File: src/rtl/eiq_pkg.sv
// ----------------------------------------------------------------------------
// eiq_pkg
// Shared types and constants of the eCPRI IQ header parser and decimator.
// ----------------------------------------------------------------------------
package eiq_pkg;

    localparam int POS_W       = 13;
    localparam int PADDR_W     = 2;
    localparam int MAX_PAYLOAD = 4096;

    localparam logic [POS_W-1:0] PAY_LAST = POS_W'(MAX_PAYLOAD - 1);
    localparam logic [POS_W-1:0] POS_TOP  = 13'd8191;

    localparam logic [15:0] ECPRI_TYPE = 16'hAEFE;
    localparam logic [15:0] VLAN_TYPE  = 16'h8100;
    localparam logic [8:0]  PRB_FULL   = 9'd273;

    localparam logic [PADDR_W-1:0] ADDR_DECIM_PERIOD = 2'd0;

    typedef struct packed {
        logic [7:0] packet_byte;
        logic       last_of_packet;
        logic       direction;
    } in_item_t;

    typedef struct packed {
        logic [7:0]  payload_byte;
        logic        last_of_record;
        logic [7:0]  frame_number;
        logic [3:0]  subframe_number;
        logic [5:0]  slot_number;
        logic [5:0]  symbol_number;
        logic [11:0] section_number;
        logic [9:0]  first_prb;
        logic [8:0]  prb_count;
        logic [3:0]  compression_method;
        logic [3:0]  sample_width;
        logic        record_direction;
    } out_item_t;

    typedef struct packed {
        logic     valid;
        in_item_t item;
    } stage_t;

endpackage

File: src/rtl/ecpri_iq_header_parse_decimate_core.sv
// ----------------------------------------------------------------------------
// ecpri_iq_header_parse_decimate_core
// Parses eCPRI IQ frames byte by byte and emits decimated payload records.
// ----------------------------------------------------------------------------
// The block takes one frame byte per clock cycle and returns at most one
// payload item per byte, passing it through the input register and then
// the result register, with the header parse and packet decimation in a
// single pass of logic between the two. The sustained rate of one byte per
// cycle holds as long as the result side takes items, and a stall on the
// result side holds the input register and then lowers byte_ready.
module ecpri_iq_header_parse_decimate_core (
    input  logic                        clk,
    input  logic                        rst_n,
    input  logic                        byte_valid,
    output logic                        byte_ready,
    input  eiq_pkg::in_item_t           byte_item,
    output logic                        record_valid,
    input  logic                        record_ready,
    output eiq_pkg::out_item_t          record_item,
    input  logic                        psel,
    input  logic                        penable,
    input  logic                        pwrite,
    input  logic [eiq_pkg::PADDR_W-1:0] paddr,
    input  logic [31:0]                 pwdata,
    output logic [31:0]                 prdata,
    output logic                        pready
);
    import eiq_pkg::*;

    stage_t      stage;
    logic        take;
    logic [15:0] decim_period;

    eiq_cfg_regs u_cfg_regs (
        .clk          (clk),
        .rst_n        (rst_n),
        .psel         (psel),
        .penable      (penable),
        .pwrite       (pwrite),
        .paddr        (paddr),
        .pwdata       (pwdata),
        .prdata       (prdata),
        .pready       (pready),
        .decim_period (decim_period)
    );

    eiq_in_stage u_in_stage (
        .clk        (clk),
        .rst_n      (rst_n),
        .byte_valid (byte_valid),
        .byte_ready (byte_ready),
        .byte_item  (byte_item),
        .stage      (stage),
        .take       (take)
    );

    eiq_parser u_parser (
        .clk          (clk),
        .rst_n        (rst_n),
        .stage        (stage),
        .take         (take),
        .decim_period (decim_period),
        .record_valid (record_valid),
        .record_ready (record_ready),
        .record_item  (record_item)
    );

`ifndef SYNTHESIS
    a_empty_stage_ready: assert property (@(posedge clk) disable iff (!rst_n)
        !stage.valid |-> byte_ready)
        else $error("Input register is empty but byte_ready is low.");

    a_take_needs_room: assert property (@(posedge clk) disable iff (!rst_n)
        take |-> (stage.valid && (!record_valid || record_ready)))
        else $error("Parser took an item without room in the result register.");

    a_prb_nonzero: assert property (@(posedge clk) disable iff (!rst_n)
        record_valid |-> (record_item.prb_count != 9'd0))
        else $error("Result item carries a PRB count of zero.");

    a_stall_keeps_stage: assert property (@(posedge clk) disable iff (!rst_n)
        (stage.valid && record_valid && !record_ready) |=> stage.valid)
        else $error("Input register lost its item during a result stall.");
`endif

endmodule

File: src/rtl/eiq_cfg_regs.sv
// ----------------------------------------------------------------------------
// eiq_cfg_regs
// Configuration register file with its APB-style access port.
// ----------------------------------------------------------------------------
module eiq_cfg_regs (
    input  logic                       clk,
    input  logic                       rst_n,
    input  logic                       psel,
    input  logic                       penable,
    input  logic                       pwrite,
    input  logic [eiq_pkg::PADDR_W-1:0] paddr,
    input  logic [31:0]                pwdata,
    output logic [31:0]                prdata,
    output logic                       pready,
    output logic [15:0]                decim_period
);
    import eiq_pkg::*;

    logic [15:0] decim_period_reg;
    logic        wr_en;

    assign pready       = 1'b1;
    assign wr_en        = psel && penable && pwrite && pready;
    assign decim_period = decim_period_reg;

    always_ff @(posedge clk or negedge rst_n)
    begin
        if (!rst_n)
        begin
            decim_period_reg <= '0;
        end
        else if (wr_en && (paddr == ADDR_DECIM_PERIOD))
        begin
            decim_period_reg <= pwdata[15:0];
        end
    end

    always_comb
    begin
        prdata = '0;
        if (paddr == ADDR_DECIM_PERIOD)
        begin
            prdata = {16'd0, decim_period_reg};
        end
    end

endmodule

File: src/rtl/eiq_in_stage.sv
// ----------------------------------------------------------------------------
// eiq_in_stage
// Input register that holds one frame byte until the parser takes it.
// ----------------------------------------------------------------------------
module eiq_in_stage (
    input  logic              clk,
    input  logic              rst_n,
    input  logic              byte_valid,
    output logic              byte_ready,
    input  eiq_pkg::in_item_t byte_item,
    output eiq_pkg::stage_t   stage,
    input  logic              take
);
    import eiq_pkg::*;

    logic     valid_reg;
    in_item_t item_reg;

    assign byte_ready  = !valid_reg || take;
    assign stage.valid = valid_reg;
    assign stage.item  = item_reg;

    always_ff @(posedge clk or negedge rst_n)
    begin
        if (!rst_n)
        begin
            valid_reg <= 1'b0;
        end
        else if (byte_valid && byte_ready)
        begin
            valid_reg <= 1'b1;
        end
        else if (take)
        begin
            valid_reg <= 1'b0;
        end
    end

    always_ff @(posedge clk)
    begin
        if (byte_valid && byte_ready)
        begin
            item_reg <= byte_item;
        end
    end

endmodule

File: src/rtl/eiq_parser.sv
// ----------------------------------------------------------------------------
// eiq_parser
// Frame header parser, packet decimator and result register.
// ----------------------------------------------------------------------------
module eiq_parser (
    input  logic               clk,
    input  logic               rst_n,
    input  eiq_pkg::stage_t    stage,
    output logic               take,
    input  logic [15:0]        decim_period,
    output logic               record_valid,
    input  logic               record_ready,
    output eiq_pkg::out_item_t record_item
);
    import eiq_pkg::*;

    localparam logic [POS_W-1:0] POS_TYPE_HI = 13'd12;
    localparam logic [POS_W-1:0] POS_TYPE_LO = 13'd13;
    localparam logic [POS_W-1:0] POS_TAG_HI  = 13'd16;
    localparam logic [POS_W-1:0] POS_TAG_LO  = 13'd17;
    localparam logic [POS_W-1:0] POS_HDR     = 13'd14;
    localparam logic [POS_W-1:0] REL_MSGTYPE = 13'd15;
    localparam logic [POS_W-1:0] REL_FLD_LO  = 13'd23;
    localparam logic [POS_W-1:0] REL_FLD_HI  = 13'd30;
    localparam logic [POS_W-1:0] REL_SELECT  = 13'd31;
    localparam logic [POS_W-1:0] REL_PAYLOAD = 13'd32;
    localparam logic [POS_W-1:0] TAG_OFFSET  = 13'd4;

    logic [POS_W-1:0] byte_position_reg, byte_position_next;
    logic             tagged_frame_reg, tagged_frame_next;
    logic [15:0]      type_shift_reg, type_shift_next;
    logic             packet_rejected_reg, packet_rejected_next;
    logic             packet_selected_reg, packet_selected_next;
    logic [63:0]      header_fields_reg, header_fields_next;
    logic             latched_direction_reg, latched_direction_next;
    logic [15:0]      sample_count_reg, sample_count_next;
    logic             record_valid_reg;
    out_item_t        record_item_reg;
    out_item_t        result_next;

    logic             can_load;
    logic             emit;
    logic [7:0]       b;
    logic             last;
    logic [POS_W-1:0] pos;
    logic [POS_W-1:0] rel;
    logic [POS_W-1:0] idx;
    logic [16:0]      count_inc;
    logic             rec_end;

    assign can_load     = !record_valid_reg || record_ready;
    assign take         = stage.valid && can_load;
    assign record_valid = record_valid_reg;
    assign record_item  = record_item_reg;
    assign b            = stage.item.packet_byte;
    assign last         = stage.item.last_of_packet;
    assign pos          = byte_position_reg;

    always_comb
    begin
        tagged_frame_next      = tagged_frame_reg;
        type_shift_next        = type_shift_reg;
        packet_rejected_next   = packet_rejected_reg;
        packet_selected_next   = packet_selected_reg;
        header_fields_next     = header_fields_reg;
        sample_count_next      = sample_count_reg;
        byte_position_next     = byte_position_reg;
        latched_direction_next = latched_direction_reg;
        emit                   = 1'b0;
        rec_end                = 1'b0;
        rel                    = '0;
        idx                    = '0;
        count_inc              = {1'b0, sample_count_reg} + 17'd1;

        if (pos == '0)
        begin
            latched_direction_next = stage.item.direction;
        end

        if (!packet_rejected_next)
        begin
            if ((pos == POS_TYPE_HI) || (pos == POS_TYPE_LO))
            begin
                type_shift_next = {type_shift_next[7:0], b};
            end
            if (pos == POS_TYPE_LO)
            begin
                if (type_shift_next == VLAN_TYPE)
                begin
                    tagged_frame_next = 1'b1;
                end
                else if (type_shift_next != ECPRI_TYPE)
                begin
                    packet_rejected_next = 1'b1;
                end
            end
            if (tagged_frame_next && ((pos == POS_TAG_HI) || (pos == POS_TAG_LO)))
            begin
                type_shift_next = {type_shift_next[7:0], b};
            end
            if (tagged_frame_next && (pos == POS_TAG_LO) && (type_shift_next != ECPRI_TYPE))
            begin
                packet_rejected_next = 1'b1;
            end
        end

        rel = pos - (tagged_frame_next ? TAG_OFFSET : '0);
        idx = rel - REL_PAYLOAD;

        if (!packet_rejected_next && (pos >= POS_HDR))
        begin
            if ((rel == REL_MSGTYPE) && (b != 8'd0))
            begin
                packet_rejected_next = 1'b1;
            end
            if ((rel >= REL_FLD_LO) && (rel <= REL_FLD_HI))
            begin
                header_fields_next = {header_fields_next[55:0], b};
            end
            if (!packet_rejected_next && (rel == REL_SELECT) && !last)
            begin
                if (decim_period == 16'd0)
                begin
                    packet_selected_next = 1'b1;
                end
                else if (count_inc < {1'b0, decim_period})
                begin
                    sample_count_next    = count_inc[15:0];
                    packet_selected_next = 1'b0;
                end
                else
                begin
                    sample_count_next    = '0;
                    packet_selected_next = 1'b1;
                end
            end
            if (packet_selected_next && (rel >= REL_PAYLOAD))
            begin
                emit    = 1'b1;
                rec_end = last || (idx >= PAY_LAST) || (pos == POS_TOP);
                if (rec_end)
                begin
                    packet_selected_next = 1'b0;
                end
            end
        end

        if (last)
        begin
            byte_position_next   = '0;
            tagged_frame_next    = 1'b0;
            type_shift_next      = '0;
            packet_rejected_next = 1'b0;
            packet_selected_next = 1'b0;
        end
        else if (byte_position_reg < POS_TOP)
        begin
            byte_position_next = byte_position_reg + 13'd1;
        end
    end

    always_comb
    begin
        result_next.payload_byte       = b;
        result_next.last_of_record     = rec_end;
        result_next.frame_number       = header_fields_reg[63:56];
        result_next.subframe_number    = header_fields_reg[55:52];
        result_next.slot_number        = header_fields_reg[51:46];
        result_next.symbol_number      = header_fields_reg[45:40];
        result_next.section_number     = header_fields_reg[39:28];
        result_next.first_prb          = header_fields_reg[25:16];
        result_next.prb_count          = (header_fields_reg[15:8] == 8'd0) ?
                                         PRB_FULL : {1'b0, header_fields_reg[15:8]};
        result_next.compression_method = header_fields_reg[3:0];
        result_next.sample_width       = header_fields_reg[7:4];
        result_next.record_direction   = latched_direction_next;
    end

    always_ff @(posedge clk or negedge rst_n)
    begin
        if (!rst_n)
        begin
            byte_position_reg     <= '0;
            tagged_frame_reg      <= 1'b0;
            type_shift_reg        <= '0;
            packet_rejected_reg   <= 1'b0;
            packet_selected_reg   <= 1'b0;
            header_fields_reg     <= '0;
            latched_direction_reg <= 1'b0;
            sample_count_reg      <= '0;
        end
        else if (take)
        begin
            byte_position_reg     <= byte_position_next;
            tagged_frame_reg      <= tagged_frame_next;
            type_shift_reg        <= type_shift_next;
            packet_rejected_reg   <= packet_rejected_next;
            packet_selected_reg   <= packet_selected_next;
            header_fields_reg     <= header_fields_next;
            latched_direction_reg <= latched_direction_next;
            sample_count_reg      <= sample_count_next;
        end
    end

    always_ff @(posedge clk or negedge rst_n)
    begin
        if (!rst_n)
        begin
            record_valid_reg <= 1'b0;
        end
        else if (can_load)
        begin
            record_valid_reg <= take && emit;
        end
    end

    always_ff @(posedge clk)
    begin
        if (take && emit)
        begin
            record_item_reg <= result_next;
        end
    end

endmodule
File: config.mk
export PLATFORM = sky130hd
export DESIGN_NAME = ecpri_iq_header_parse_decimate_core
export DESIGN_NICKNAME = d
export VERILOG_FILES = /design/src/rtl/eiq_pkg.sv /design/src/rtl/ecpri_iq_header_parse_decimate_core.sv /design/src/rtl/eiq_cfg_regs.sv /design/src/rtl/eiq_in_stage.sv /design/src/rtl/eiq_parser.sv
export SDC_FILE = /design/constraint.sdc
export NUM_CORES = 1
export LEC_CHECK = 0
export BUFFER_PORTS_ARGS = -buffer_cell sky130_fd_sc_hd__buf_2
export CAP_MARGIN = 20
export CORE_MARGIN = 2
export CORE_UTILIZATION = 45
export CTS_CLUSTER_SIZE = 20
export DETAILED_ROUTE_END_ITERATION = 8
export GPL_ROUTABILITY_DRIVEN = 0
export PLACE_DENSITY = 0.69
export SLEW_MARGIN = 20
export SYNTH_ARGS = -nofsm -noshare
export SYNTH_HDL_FRONTEND = slang
export SYNTH_SLANG_ARGS = --single-unit
File: constraint.sdc
create_clock -name clk -period 6.9 [get_ports clk]
set_input_delay 1.38 -clock clk [delete_from_list [all_inputs] [get_ports clk]]
set_output_delay 1.38 -clock clk [all_outputs]
set_load 0.01 [all_outputs]
After elaboration in Yosys (flattened, before gate mapping)
Index checks and enable logic that the tools add are counted.
W data, S select, Z words.
{ "classes": {"addsub": 4, "bitwise": 1, "reduce_logical": 40, "order_cmp": 7, "muxes": 39, "n_eq_ne": 11} }
{ "op_table": {"columns": ["cell", "n"], "rows": [
  ["$mux W16", 8],
  ["$eq A13 B4 Y1 const B", 3],
  ["$eq A13 B5 Y1 const B", 3],
  ["$ne A16 B16 Y1 const B", 2],
  ["$mux W1", 27],
  ["$mux W13", 2],
  ["$add A16 B1 Y17 const B", 1],
  ["$lt A17 B16 Y1", 1],
  ["$eq A16 B16 Y1 const B", 1],
  ["$logic_not A16 Y1", 1],
  ["$logic_and A1 B1 Y1", 15],
  ["$add A13 B1 Y13 const B", 1],
  ["$eq A13 B13 Y1 const B", 1],
  ["$ge A13 B12 Y1 const B", 1],
  ["$ge A13 B4 Y1 const B", 1],
  ["$ge A13 B5 Y1 const B", 1],
  ["$ge A13 B6 Y1 const B", 1],
  ["$le A13 B5 Y1 const B", 1],
  ["$logic_not A13 Y1", 1],
  ["$lt A13 B13 Y1 const B", 1],
  ["$sub A13 B13 Y13", 1],
  ["$sub A13 B6 Y13 const B", 1],
  ["$mux W9", 1],
  ["$logic_not A8 Y1", 1],
  ["other kinds (11)", 25]
]} }
{ "totals": {"elab_cells": 129, "output_inout_bits": 108, "in_bits": 51, "ff_bits": 214} }

Logic depth before layout (Yosys ltp)
{ "logic_depth": {"depth_word": 27, "ltp_mapped": 20, "depth_no_buf": 20} }

Hierarchy
Synthesis repeated with hierarchy kept, for this count alone.
{ "unflattened": {"cells_unflattened": 750, "hier_area_um2": 9494.1} }
{ "modules_own_cells": {"columns": ["module", "instances", "area_each_um2", "cells_each", "seq_area_each_um2"], "rows": [
  ["eiq_parser", 1, 8221.6, 663, 4844.6],
  ["eiq_cfg_regs", 1, 910.9, 72, 400.4],
  ["eiq_in_stage", 1, 361.6, 15, 325.3]
]} }

Worst setup path after synthesis
No wires, ideal clock.
{ "synth_timing": {"path_kind": "reg2reg", "start": "reg u_parser.byte_position_reg[1]", "end": "reg u_parser.record_item_reg (netlist bit u_parser.record_item[0]), enable pin", "required_ns": 6.395, "t_arrival_ns": 6.468, "period_less_slack_ns": 6.973, "path_buffers": 0, "setup_ns": 0.505, "slack_ns": -0.073, "path_stages_with_launch": 18, "cell_sequence": "dfrtp_1 inv_1 ha_1 o211a_1 nand4_2 mux2_2 nor2_1 a21oi_1 inv_1 ha_1 ha_1 nor3b_1 xor2_1 nor3_2 and2_1 a31oi_1 or2_2 nor2_1"} }
{ "synth_via": {"elab_chain_cells": 26, "elab_cells_between_ends": 45, "classes_between": "add/sub (1); order compare (2); eq/ne (9); mux (20); reduce/logical (13)"} }
{ "synth_lines": {"columns": ["element", "line", "rtl"], "rows": [
  ["start: declaration", "eiq_parser.sv:29", "logic [POS_W-1:0] byte_position_reg, byte_position_next;"],
  ["start signal: assignment", "eiq_parser.sv:194", "byte_position_reg <= byte_position_next;"],
  ["parallel branches: the longest is 24 deep, another holds $sub A13 B13 Y13", null, null],
  ["$mux W1 (*)", "eiq_parser.sv:110", "if (!packet_rejected_next && (pos >= POS_HDR))"],
  ["$logic_and A1 B1 Y1 (*)", "eiq_parser.sv:219", "if (take && emit)"],
  ["end signal: assignment", "eiq_parser.sv:221", "record_item_reg <= result_next;"],
  ["end: declaration", "eiq_parser.sv:38", "out_item_t record_item_reg;"]
]} }
Mark *: on every way between the ends. The select of a mux whose other input is x is not followed.
A chain may end at the register's enable or synchronous reset.

Final worst setup path
{ "layout_timing": {"start": "reg u_parser.byte_position_reg[7]", "end": "reg u_parser.header_fields_reg[47]"} }
{ "layout_via": {"elab_chain_cells": 18, "elab_cells_between_ends": 34, "classes_between": "add/sub (1); order compare (3); eq/ne (7); mux (14); reduce/logical (9)"} }
{ "layout_lines": {"columns": ["element", "line", "rtl"], "rows": [
  ["parallel branches: the longest is 17 deep, another holds $sub A13 B13 Y13", null, null],
  ["$reduce_and A3 Y1 (no line) (*)", null, null],
  ["end signal: assignment", "eiq_parser.sv:199", "header_fields_reg <= header_fields_next;"],
  ["end: declaration", "eiq_parser.sv:34", "logic [63:0] header_fields_reg, header_fields_next;"]
]} }
Marks and branches as above.

==> insert_results.sql <==
INSERT INTO impl_metrics (metric_group, metric, value, unit) VALUES
('clock_tree', 'insertion_delay', '0.49', 'ns'),
('pwr', 'power_density', '240', 'mW/mm²'),
('sta', 'final_hold_viol_count', '0', ''),
('pwr', 'peakVddDrop', '0.000132', 'V'),
('finish', 'flip_flop_count_of_the_largest_register_after_layout', '73', ''),
('sta', 'finClkSkew', '0.00904', 'ns'),
('floorplanning', 'initial_utilization', '0.458', ''),
('synthesis', 'synth_cell_type_count', '69', ''),
('place', 'place.port_buffers', '125', ''),
('floorplanning', 'io-pin-count', '159', ''),
('pwr', 'power.sequential.fraction', '0.518', ''),
('worst_setup_path', 'critical-path-max-stage-delay', '0.63', 'ns'),
('synthesis', 'yosysTopAreaCellShare', '0.340', ''),
('grt', 'grt_overflow', '0', ''),
('synthesis', 'ys_seq_area_frac', '0.599', ''),
('hold_path', 'hold_path_depth', '0', ''),
('finish', 'antenna_cells_inserted', '0', ''),
('synthesis', 'ys_async_sr_fraction', '0.612', ''),
('outcome', 'run_status', 'completed', ''),
('worst_setup_path', 'critical_path.slowest_cell', 'sky130_fd_sc_hd__buf_4', ''),
('floorplanning', 'fp.dieArea', '0.0226', 'mm²'),
('pwr', 'total_power', '2.66', 'mW'),
('grt', 'grt_max_degree', '86', ''),
('place', 'place.detailed.instances', '1137', ''),
('clock_tree', 'cts.clk_slew.worst_paths', '0.06', 'ns'),
('floorplanning', 'die_h', '150', 'µm'),
('grt', 'grt_pass1_vias', '5948', ''),
('sta', 'final_critical_path_setup_slack', '1.38', 'ns'),
('floorplanning', 'fp-row-count', '53', ''),
('clock_tree', 'cts_tree', 'done', ''),
('pwr', 'share_clk_of_total_power', '0.427', ''),
('synthesis', 'ys_top_cells_by_area', 'sky130_fd_sc_hd__dfrtp_1 (34%), sky130_fd_sc_hd__edfxtp_1 (26%), sky130_fd_sc_hd__mux2_2 (7.5%)', ''),
('synthesis', 'cell_area_synth', '0.00963', 'mm²'),
('synthesis', 'synth_top_flop_cell', 'sky130_fd_sc_hd__dfrtp_1', ''),
('finish', 'final_nets', '961', ''),
('synthesis', 'synth_area_per_cell', '12.4', 'µm²'),
('pwr', 'leakagePower', '4.67', 'nW'),
('synthesis', 'postSynthCellCount', '775', ''),
('drt', 'drt_first_iter_violations', '379', ''),
('synthesis', 'ys_seq_elements', '214', ''),
('synthesis', 'count_of_flip_flops_with_a_built_in_enable_after_synthesis', '83', ''),
('floorplanning', 'die_width', '150', 'µm'),
('drt', 'route.detailed.drc', '0', ''),
('synthesis', 'post-synth-top-count-cell', 'sky130_fd_sc_hd__dfrtp_1', ''),
('clock_tree', 'cts.sinks', '214', ''),
('sta', 'setup_viol', '0', ''),
('flow_run', 'maxCapViolations', '0', ''),
('clock_tree', 'h-tree-depth', '1', ''),
('worst_setup_path', 'arrival', '5.89', 'ns'),
('drt', 'vias_per_cell', '5.32', ''),
('clock_tree', 'post_cts.resized_instances', '0', ''),
('sta', 'grt_setup_unrepaired', 'no', ''),
('sta', 'maxSlewViolCount', '0', ''),
('drt', 'route.detailed.wl_per_inst', '15.7', 'µm'),
('worst_setup_path', 'cp-start-kind', 'register', ''),
('clock_tree', 'tritoncts.num_buffers', '23', ''),
('worst_setup_path', 'crit_path_max_fanout', '64', ''),
('synthesis', 'yosys-top-cells-count', 'sky130_fd_sc_hd__dfrtp_1 (131), sky130_fd_sc_hd__edfxtp_1 (83), sky130_fd_sc_hd__mux2_2 (64), sky130_fd_sc_hd__nand2_1 (56), sky130_fd_sc_hd__o21ai_0 (41)', ''),
('place', 'detailed_place.area', '0.0104', 'mm²'),
('synthesis', 'number_of_synthesis_warnings', '0', ''),
('drt', 'routed-via-count', '6265', ''),
('pwr', 'power_frac_comb', '0.056', ''),
('hold_path', 'worst_hold_path_type', 'register to register', ''),
('worst_setup_path', 'critical_path.cell_chain', 'nor4_4 -> nand4_2 -> mux2_2 -> nor2_1 -> a21oi_1 -> inv_1 -> ha_1 -> ha_1 -> nor3b_1 -> xor2_1 -> nor3_2 -> a21oi_1 -> o221ai_1 -> nand4_1 -> nor2_4 -> buf_4 -> mux2_2', ''),
('sta', 'finalCritPeriodShare', '0.800', ''),
('finish', 'fraction_of_layout_instances_using_a_drive_strength_above_1', '0.269', ''),
('worst_setup_path', 'critical_path_class', 'register to register', ''),
('finish', 'design_area', '0.0111', 'mm²'),
('synthesis', 'synth_area_leader_cell', 'sky130_fd_sc_hd__dfrtp_1', ''),
('floorplanning', 'core', '0.0210', 'mm²'),
('clock_tree', 'cts_stage_hold_buffer_count', '0', '');
## layout by cell type (no fill, tap or decap), types with 5 or more instances in the layout
cell type | synthesis | layout
sky130_fd_sc_hd__a21o_1 | 6 | 6
sky130_fd_sc_hd__a21oi_1 | 11 | 11
sky130_fd_sc_hd__a22o_1 | 27 | 27
sky130_fd_sc_hd__a31oi_1 | 5 | 5
sky130_fd_sc_hd__and2_1 | 7 | 7
sky130_fd_sc_hd__and3_1 | 7 | 7
sky130_fd_sc_hd__buf_2 | 3 | 124
sky130_fd_sc_hd__buf_4 | 23 | 5
sky130_fd_sc_hd__clkbuf_1 | 30 | 7
sky130_fd_sc_hd__clkbuf_16 | 0 | 23
sky130_fd_sc_hd__conb_1 | 2 | 17
sky130_fd_sc_hd__dfrtp_1 | 131 | 131
sky130_fd_sc_hd__edfxtp_1 | 83 | 83
sky130_fd_sc_hd__ha_1 | 23 | 23
sky130_fd_sc_hd__inv_1 | 30 | 30
sky130_fd_sc_hd__mux2_2 | 64 | 64
sky130_fd_sc_hd__nand2_1 | 56 | 56
sky130_fd_sc_hd__nand2b_1 | 17 | 17
sky130_fd_sc_hd__nand3_1 | 14 | 14
sky130_fd_sc_hd__nand4_1 | 15 | 15
sky130_fd_sc_hd__nor2_1 | 35 | 34
sky130_fd_sc_hd__nor3_1 | 29 | 29
sky130_fd_sc_hd__nor4_1 | 13 | 13
sky130_fd_sc_hd__o21ai_0 | 41 | 41
sky130_fd_sc_hd__or3_1 | 6 | 6
sky130_fd_sc_hd__xnor2_1 | 15 | 15
sky130_fd_sc_hd__xor2_1 | 6 | 6
## worst paths after layout
kind | startpoint | endpoint | slack (ns)
max in group asynchronous | rst_n | u_parser.header_fields_reg[26] | 4.84
min in group asynchronous | rst_n | u_cfg_regs.decim_period[14] | 0.93
min | u_parser.header_fields_reg[58] | u_parser.record_item[58] | 0.44
max | u_parser.byte_position_reg[7] | u_parser.header_fields_reg[47] | 1.38
max reg2reg | u_parser.byte_position_reg[7] | u_parser.header_fields_reg[47] | 1.38
min reg2reg | u_parser.header_fields_reg[58] | u_parser.record_item[58] | 0.44
## logic make-up after synthesis
family,synth area share
compound gates,0.0929
xor+xnor,0.0191
fa+ha+maj,0.0299
buf+inv,0.0452
flops,0.599
mux,0.0827
other cells,0.000780
simple gates,0.130
## power groups by stage
| stage | registers (mW) | clock network [mW] | logic (mW) |
|---|---|---|---|
| 2_1_floorplan | 1.39 | 0 | 0.102 |
| 3_3_place_gp | 1.40 | 0 | 0.149 |
| 3_5_place_dp | 1.40 | 0 | 0.151 |
| 4_1_cts | 1.38 | 1.17 | 0.151 |
| 5_1_grt | 1.38 | 1.23 | 0.173 |
| 6_report | 1.38 | 1.14 | 0.149 |
## metal layers
| layer | vias to the layer above | wire [µm] | global-route usage |
|---|---|---|---|
| li1 | 3036 | - | - |
| met2 | 214 | 8400 | 0.264 |
| met3 | 25 | 1110 | 0.0258 |
| met1 | 2990 | 8680 | 0.250 |
| met4 | 0 | 254 | 0.0278 |
| met5 | - | 0 | 0 |
## layout make-up
type                    count  area, µm²
repair buffers            130        669
clock buffers              34        657
multi-input cells         488       3490
well taps                 275        344
flip-flops and latches    214       5770
inverters                  30        113
clock inverters             7       51.3
fillers                  1795       9930
## worst max-delay path: cells and delay by family, from the launching register on
family,cells,cell delay (ns)
AND/OR/NAND/NOR,7,2.04
multiplexers,2,0.79
AO/OA/AOI/OAI,3,0.44
buffers and inverters,2,0.70
flip-flops,1,0.55
XOR/XNOR,1,0.17
adder cells (fa/ha/maj),2,0.63
(Power assumes the default switching activity.)
